--- src/rtl/core/cfa_pkg.sv ---
package cfa_pkg;

   localparam int NUM_FRAMES_DEF = 64;

   localparam int OWNER_W = 8;
   localparam int PAGE_W  = 16;
   localparam int FRAME_W = 6;

   localparam logic REQ_ALLOC = 1'b0;
   localparam logic REQ_REF   = 1'b1;

   typedef enum logic [1:0] {
      ST_IDLE = 2'b01,
      ST_SCAN = 2'b10
   } state_type;

   typedef struct packed {
      logic [OWNER_W-1:0] owner;
      logic [PAGE_W-1:0]  page;
   } entry_type;

endpackage

--- src/rtl/core/clock_frame_allocator_unit.sv ---
// Physical frame allocator with second-chance (clock) replacement over NUM_FRAMES frames.
// Allocate requests first take never-used frames in ascending order.
// Once all frames are in use, an allocate walks the clock hand over the frame table,
// one frame per cycle through the table's read port, visiting at most 2 * NUM_FRAMES
// frames. A reference request sets the accessed bit of the frame it names, if that
// number is below NUM_FRAMES. The block takes one item at a time; req_stall is high
// while a sweep runs or while a result waits under rsp_stall. The frame table needs no
// clearing after reset: entries are read only after every frame has been handed out
// and written.
module clock_frame_allocator_unit #(
   parameter int NUM_FRAMES = cfa_pkg::NUM_FRAMES_DEF
) (
   input  logic                        clock,
   input  logic                        reset,
   input  logic                        req_valid,
   output logic                        req_stall,
   input  logic                        req_type,
   input  logic [cfa_pkg::OWNER_W-1:0] req_owner_id,
   input  logic [cfa_pkg::PAGE_W-1:0]  req_page_num,
   input  logic [cfa_pkg::FRAME_W-1:0] req_ref_frame,
   output logic                        rsp_valid,
   input  logic                        rsp_stall,
   output logic [cfa_pkg::FRAME_W-1:0] rsp_frame_num,
   output logic                        rsp_evicted,
   output logic [cfa_pkg::OWNER_W-1:0] rsp_victim_owner,
   output logic [cfa_pkg::PAGE_W-1:0]  rsp_victim_page
);
   import cfa_pkg::*;

   localparam int FW = (NUM_FRAMES > 1) ? $clog2(NUM_FRAMES) : 1;
   localparam int CW = $clog2(NUM_FRAMES + 1);
   localparam int SW = $clog2(2 * NUM_FRAMES);
   localparam int RW = (FW > FRAME_W) ? FW : FRAME_W;

   localparam logic [FW-1:0] LAST_FRAME = FW'(NUM_FRAMES - 1);
   localparam logic [SW-1:0] LAST_VISIT = SW'(2 * NUM_FRAMES - 1);
   localparam logic [CW-1:0] ALL_USED   = CW'(NUM_FRAMES);

   function automatic logic [FW-1:0] next_frame(input logic [FW-1:0] f);
      return (f == LAST_FRAME) ? '0 : f + FW'(1);
   endfunction

   function automatic logic [FRAME_W-1:0] frame_out(input logic [FW-1:0] f);
      logic [RW-1:0] e;
      e = RW'(f);
      return e[FRAME_W-1:0];
   endfunction

   state_type          state_ff, state_in;
   logic [FW-1:0]      hand_ff, hand_in;
   logic [CW-1:0]      unused_ff, unused_in;
   logic [SW-1:0]      count_ff, count_in;
   entry_type          op_ff, op_in;

   logic               rsp_valid_ff, rsp_valid_in;
   logic [FRAME_W-1:0] frame_ff, frame_in;
   logic               evicted_ff, evicted_in;
   logic [OWNER_W-1:0] v_owner_ff, v_owner_in;
   logic [PAGE_W-1:0]  v_page_ff, v_page_in;

   logic               accept;
   logic [RW-1:0]      ref_ext;
   logic               ref_in_range;
   logic [FW-1:0]      fresh_frame;
   logic [FW-1:0]      fallback_frame;

   logic [FW-1:0]      rd_addr;
   entry_type          rd_entry;
   logic               rd_ref;
   logic               ent_we;
   logic [FW-1:0]      ent_addr;
   entry_type          ent_data;
   logic               ref_we;
   logic [FW-1:0]      ref_addr;
   logic               ref_wdata;

   logic               live, take, clear, last;

   assign req_stall    = (state_ff != ST_IDLE) || (rsp_valid_ff && rsp_stall);
   assign accept       = req_valid && !req_stall;
   assign ref_ext      = RW'(req_ref_frame);
   assign ref_in_range = 32'(req_ref_frame) < NUM_FRAMES;
   assign fresh_frame  = unused_ff[FW-1:0];
   assign fallback_frame = next_frame(hand_ff);

   assign live  = rd_entry.owner != '0;
   assign take  = live && !rd_ref;
   assign clear = live && rd_ref;
   assign last  = count_ff == LAST_VISIT;

   cfa_table #(
      .NUM_FRAMES (NUM_FRAMES),
      .FW         (FW)
   ) u_table (
      .clock     (clock),
      .rd_addr   (rd_addr),
      .rd_entry  (rd_entry),
      .rd_ref    (rd_ref),
      .ent_we    (ent_we),
      .ent_addr  (ent_addr),
      .ent_data  (ent_data),
      .ref_we    (ref_we),
      .ref_addr  (ref_addr),
      .ref_wdata (ref_wdata)
   );

   always_comb begin
      state_in     = state_ff;
      hand_in      = hand_ff;
      unused_in    = unused_ff;
      count_in     = count_ff;
      op_in        = op_ff;
      rsp_valid_in = rsp_valid_ff && rsp_stall;
      frame_in     = frame_ff;
      evicted_in   = evicted_ff;
      v_owner_in   = v_owner_ff;
      v_page_in    = v_page_ff;
      rd_addr      = hand_ff;
      ent_we       = 1'b0;
      ent_addr     = hand_ff;
      ent_data     = op_ff;
      ref_we       = 1'b0;
      ref_addr     = hand_ff;
      ref_wdata    = 1'b0;

      unique case (state_ff)
         ST_IDLE: begin
            if (accept) begin
               op_in = '{owner: req_owner_id, page: req_page_num};
               if (req_type == REQ_REF) begin
                  ref_we       = ref_in_range;
                  ref_addr     = ref_ext[FW-1:0];
                  ref_wdata    = 1'b1;
                  rsp_valid_in = 1'b1;
                  frame_in     = req_ref_frame;
                  evicted_in   = 1'b0;
                  v_owner_in   = '0;
                  v_page_in    = '0;
               end else if (unused_ff < ALL_USED) begin
                  ent_we       = 1'b1;
                  ent_addr     = fresh_frame;
                  ent_data     = '{owner: req_owner_id, page: req_page_num};
                  ref_we       = 1'b1;
                  ref_addr     = fresh_frame;
                  ref_wdata    = 1'b1;
                  unused_in    = unused_ff + CW'(1);
                  rsp_valid_in = 1'b1;
                  frame_in     = frame_out(fresh_frame);
                  evicted_in   = 1'b0;
                  v_owner_in   = '0;
                  v_page_in    = '0;
               end else begin
                  count_in = '0;
                  state_in = ST_SCAN;
               end
            end
         end
         ST_SCAN: begin
            rd_addr  = next_frame(hand_ff);
            hand_in  = next_frame(hand_ff);
            count_in = count_ff + SW'(1);
            if (take) begin
               ent_we       = 1'b1;
               ref_we       = 1'b1;
               ref_wdata    = 1'b1;
               rsp_valid_in = 1'b1;
               frame_in     = frame_out(hand_ff);
               evicted_in   = 1'b1;
               v_owner_in   = rd_entry.owner;
               v_page_in    = rd_entry.page;
               state_in     = ST_IDLE;
            end else if (last) begin
               // no owned frame anywhere: take the frame after the hand, where the sweep began
               ent_we       = 1'b1;
               ent_addr     = fallback_frame;
               ref_we       = 1'b1;
               ref_addr     = fallback_frame;
               ref_wdata    = 1'b1;
               hand_in      = next_frame(fallback_frame);
               rsp_valid_in = 1'b1;
               frame_in     = frame_out(fallback_frame);
               evicted_in   = 1'b0;
               v_owner_in   = '0;
               v_page_in    = '0;
               state_in     = ST_IDLE;
            end else if (clear) begin
               ref_we    = 1'b1;
               ref_wdata = 1'b0;
            end
         end
         default: begin
            state_in = ST_IDLE;
         end
      endcase
   end

   always_ff @(posedge clock) begin
      if (reset) begin
         state_ff     <= ST_IDLE;
         hand_ff      <= '0;
         unused_ff    <= '0;
         count_ff     <= '0;
         rsp_valid_ff <= 1'b0;
      end else begin
         state_ff     <= state_in;
         hand_ff      <= hand_in;
         unused_ff    <= unused_in;
         count_ff     <= count_in;
         rsp_valid_ff <= rsp_valid_in;
      end
   end

   always_ff @(posedge clock) begin
      op_ff      <= op_in;
      frame_ff   <= frame_in;
      evicted_ff <= evicted_in;
      v_owner_ff <= v_owner_in;
      v_page_ff  <= v_page_in;
   end

   assign rsp_valid        = rsp_valid_ff;
   assign rsp_frame_num    = frame_ff;
   assign rsp_evicted      = evicted_ff;
   assign rsp_victim_owner = v_owner_ff;
   assign rsp_victim_page  = v_page_ff;

   a_hand_range: assert property (@(posedge clock) disable iff (reset)
      32'(hand_ff) < NUM_FRAMES)
      else $error("clock hand out of range");

   a_unused_range: assert property (@(posedge clock) disable iff (reset)
      unused_ff <= ALL_USED)
      else $error("unused frame count past table size");

   a_scan_full: assert property (@(posedge clock) disable iff (reset)
      (state_ff == ST_SCAN) |-> (unused_ff == ALL_USED))
      else $error("sweep started with never-used frames left");

   a_scan_no_rsp: assert property (@(posedge clock) disable iff (reset)
      (state_ff == ST_SCAN) |-> !rsp_valid_ff)
      else $error("result pending during sweep");

   a_scan_ends: assert property (@(posedge clock) disable iff (reset)
      (state_ff == ST_SCAN && last) |=> (state_ff == ST_IDLE && rsp_valid_ff))
      else $error("sweep ran past two turns");

endmodule

--- src/rtl/core/cfa_table.sv ---
module cfa_table #(
   parameter int NUM_FRAMES = cfa_pkg::NUM_FRAMES_DEF,
   parameter int FW         = 6
) (
   input  logic                clock,
   input  logic [FW-1:0]       rd_addr,
   output cfa_pkg::entry_type  rd_entry,
   output logic                rd_ref,
   input  logic                ent_we,
   input  logic [FW-1:0]       ent_addr,
   input  cfa_pkg::entry_type  ent_data,
   input  logic                ref_we,
   input  logic [FW-1:0]       ref_addr,
   input  logic                ref_wdata
);
   import cfa_pkg::*;

   entry_type entry_mem [NUM_FRAMES];
   logic      ref_mem   [NUM_FRAMES];

   entry_type rd_entry_ff;
   logic      rd_ref_ff;

   always_ff @(posedge clock) begin
      if (ent_we) begin
         entry_mem[ent_addr] <= ent_data;
      end
      rd_entry_ff <= entry_mem[rd_addr];
   end

   always_ff @(posedge clock) begin
      if (ref_we) begin
         ref_mem[ref_addr] <= ref_wdata;
      end
      rd_ref_ff <= ref_mem[rd_addr];
   end

   assign rd_entry = rd_entry_ff;
   assign rd_ref   = rd_ref_ff;

endmodule
--- config.mk ---
export PLATFORM = sky130hd
export DESIGN_NAME = clock_frame_allocator_unit
export DESIGN_NICKNAME = d
export VERILOG_FILES = /design/src/rtl/core/cfa_pkg.sv /design/src/rtl/core/clock_frame_allocator_unit.sv /design/src/rtl/core/cfa_table.sv
export SDC_FILE = /design/constraint.sdc
export NUM_CORES = 2
export LEC_CHECK = 0
export ABC_AREA = 1
export BUFFER_PORTS_ARGS = -buffer_cell sky130_fd_sc_hd__buf_2
export CORE_ASPECT_RATIO = 1.1
export CORE_MARGIN = 8
export CORE_UTILIZATION = 43
export DETAILED_ROUTE_END_ITERATION = 12
export PLACE_DENSITY = 0.54
export SYNTH_ARGS = -nofsm -noshare
export SYNTH_HDL_FRONTEND = slang
export SYNTH_SLANG_ARGS = --single-unit
--- constraint.sdc ---
create_clock -name clock -period 4.7 [get_ports clock]
set_input_delay 1.175 -clock clock [delete_from_list [all_inputs] [get_ports clock]]
set_output_delay 1.175 -clock clock [all_outputs]
set_load 0.01 [all_outputs]
==> flow_summary.toml <==
[final_layout]
final_util_pct = 48.7
num-fill-cells = 15800
final_area_sq_mm = 0.0850
syn_to_final_growth_pct = 12.9
seqCellArea_sq_mm = 0.0507
drive_gt1_share_pct = 9.13
multi_input_area_sq_mm = 0.0180
nets = 7298

[run]
cap_viol_max_count = 0

[timing]
rsz0062_at_grt = "no"
worst_pin_slew_ps = 1130
max-slew-margin-rel_pct = 24.9
fmax_ghz = 0.241
drv_slew = 0
clock_skew_ps = 37.4
setup-tns-final_ps = 0
fin_crit_ps = 4150
hold_violations = 0
finalCritPeriodShare_pct = 88.4
setup_viol = 0

[cts]
numClockSinks = 1703
cts.repair.resized = 0
h-tree-depth = 4
cts_setup_buffers = 0
clock_latency_ps = 840
clock_path_buffers = 3
cts_made_buffers = 180
ctsHoldBuffers = 0
clkTransAtPathRegs_ps = 60
cts_tree = "built"
cts_root_buf = "clkbuf_16"

[power_and_ir_drop]
combinationalPowerShare_pct = 17.8
power.net_switching_w = 0.0116
power_leakage_nw = 34.3
p_int_w = 0.0274
p_per_area_mw_per_mm2 = 458
clock_power_share_pct = 34.8
seq_power_share_pct = 47.4
ir_drop_mv = 0.375
netSwitchingFraction_pct = 29.7

[route]
via_count = 52100
ant_nets = 0
drtPass1Iterations = 6
wl_per_cell_um = 24.0
drtIter0Drc = 5541
via_per_inst = 5.37
wl_mm = 232
drcViolationCount = 0

[setup_path]
slowest_stage = "dfxtp_1"
cp.arrival_ps = 4850
critPathLaunchType = "register"
crit_required_ps = 5400
crit_top_cell = "nand3_1"
max_stage_delay_ps = 620
crit_chain = "ha_1, xnor2_1, nor2_1, inv_1, nand2_4, inv_8, buf_12, buf_4, nand3_1, nand3_1, nand3_1, nand3_1, nand2_1"
crit_type = "reg2reg"
end_kind = "register"
crit_fanout = 43

[place]
place_area_sq_mm = 0.0795
place.port_buffers = 67
gp_congestion = 0.910
place_hpwl_mm = 127

[floorplanning]
pin_count = 68
row_count = 161
fp.dieArea_sq_mm = 0.189
coreArea_sq_mm = 0.174
start_util_pct = 43.2
die_h_um = 455
die-width_um = 415

[synth]
yosys.area.top_type_share_pct = 66.0
netlist_instances = 7207
synth_compound_area_share_pct = 0.765
async_flop_share_pct = 0
synth_most_common_cell = "nand3_1"
synth_top_area_cell = "edfxtp_1"
yosysUniqueCellTypes = 47
synth_warnings = 0
netlist_area_sq_mm = 0.0753
yosys_register_bits = 1703
netlist_top_cells_area = "edfxtp_1, nand3_1, nand2_1"
synthMuxAreaShare_pct = 0
ys_seq_area_share_pct = 67.3
avgSynthCellArea_sq_um = 10.4
synth_fa_ha_area_share_pct = 0.0997
synthesis.nets = 7248
synthXorXnorAreaFrac_pct = 0.0465
synthFlopType = "edfxtp_1"
synth_commonest_cells = "nand3_1, edfxtp_1, nand2_1"
synth-edff-count = 1655
synth_top_family_by_area = "simple AND/OR/NAND/NOR gates"
synth-simple-area-share_pct = 22.6

[worst_hold_path]
min_path_type = "reg2reg"

[status]
status = "finished clean"

[grt]
grt_overflow = 0
gr-usage-all-layers_pct = 24.1
grt_max_degree = 165
antenna_found_initial = 6
grt_pass1_wl_mm = 340
grt_pass1_vias = 50300
==> layer usage <==
layer | global-route usage [%] | wire length (um) | vias up
li1 | - | - | 24000
met1 | 31.8 | 95600 | 25500
met2 | 40.2 | 111000 | 2045
met3 | 3.60 | 15900 | 475
met4 | 9.75 | 10100 | 0
met5 | 0 | 0 | -
==> power by group through the flow <==
stage	registers, W	logic, W	clock network [W]
2_1_floorplan	0.0189	0.00369	0
3_3_place_gp	0.0188	0.00682	0
3_5_place_dp	0.0188	0.00689	0
4_1_cts	0.0185	0.00690	0.0138
5_1_grt	0.0185	0.00743	0.0143
6_report	0.0185	0.00691	0.0135
==> registers in the layout (all words and copies together) (netlist names) <==
register           count
u_table.entry_mem   1536
u_table.ref_mem       64
op_ff                 24
u_table.rd_entry      24
rsp_victim_page       16
rsp_victim_owner       8
count_ff               7
unused_ff              7
hand_ff                6
rsp_frame_num          6
state_ff               2
rsp_evicted            1
rsp_valid              1
u_table.rd_ref         1
==> area by class of cell <==
| type | instances | area share (%) |
|---|---|---|
| sequential | 1703 | 59.6 |
| multi-input combinational | 3758 | 21.2 |
| inverter | 1336 | 5.92 |
| clock buffer | 220 | 5.50 |
| timing repair buffer | 278 | 3.44 |
| tap | 2282 | 3.36 |
| clock inverter | 110 | 1.00 |
| antenna | 3 | 0.00883 |
==> cells by family after synthesis <==
logic type,Yosys count
compound gates,92
fa+ha+maj,6
buf+inv,1746
flops,1703
xor+xnor,4
simple gates,3656
==> worst max-delay path, delay by kind of cell (launching register included) <==
kind          cells  cell delay (ps)
simple gates      7             1330
xor+xnor          1              210
flops             1              620
fa+ha+maj         1              330
buf+inv           4             1460
==> cell usage in the layout (no fill, tap or decap), types with 12 or more instances in the layout <==
| cell | Yosys | routed |
|---|---|---|
| nand3_2 | 18 | 17 |
| clkbuf_16 | 0 | 181 |
| inv_1 | 1323 | 1319 |
| dfxtp_1 | 48 | 48 |
| buf_2 | 202 | 67 |
| nor3_1 | 12 | 12 |
| nor2_1 | 207 | 140 |
| inv_2 | 12 | 12 |
| clkinv_2 | 0 | 30 |
| nand2_1 | 1452 | 1424 |
| nand3b_1 | 250 | 250 |
| o21ai_0 | 25 | 25 |
| nand3_1 | 1691 | 1691 |
| clkinv_1 | 1 | 54 |
| clkbuf_1 | 135 | 39 |
| edfxtp_1 | 1655 | 1655 |
| buf_12 | 0 | 80 |
| nor2_2 | 2 | 68 |
| buf_4 | 27 | 131 |
| a21oi_1 | 30 | 29 |
| nand2_2 | 9 | 32 |
==> worst paths after layout <==
check | to | cells past startpoint | start | slack (ps)
min reg2reg | count_ff[6] | 1 | count_ff[6] | 470
min | count_ff[6] | 1 | count_ff[6] | 470
max | u_table.rd_entry[19] | 13 | hand_ff[1] | 550
max reg2reg | u_table.rd_entry[19] | 13 | hand_ff[1] | 550
==> per-stage QoR <==
step	std cells	hold slack (ps)	setup slack (ps)	total power (W)
floorplan	7207	440	466	0.0225
global placement	9357	454	567	0.0256
detailed placement	9357	463	641	0.0257
CTS	9687	477	617	0.0391
global route	9688	498	470	0.0403
finish	9690	469	547	0.0389
(Power assumes the default switching activity.)
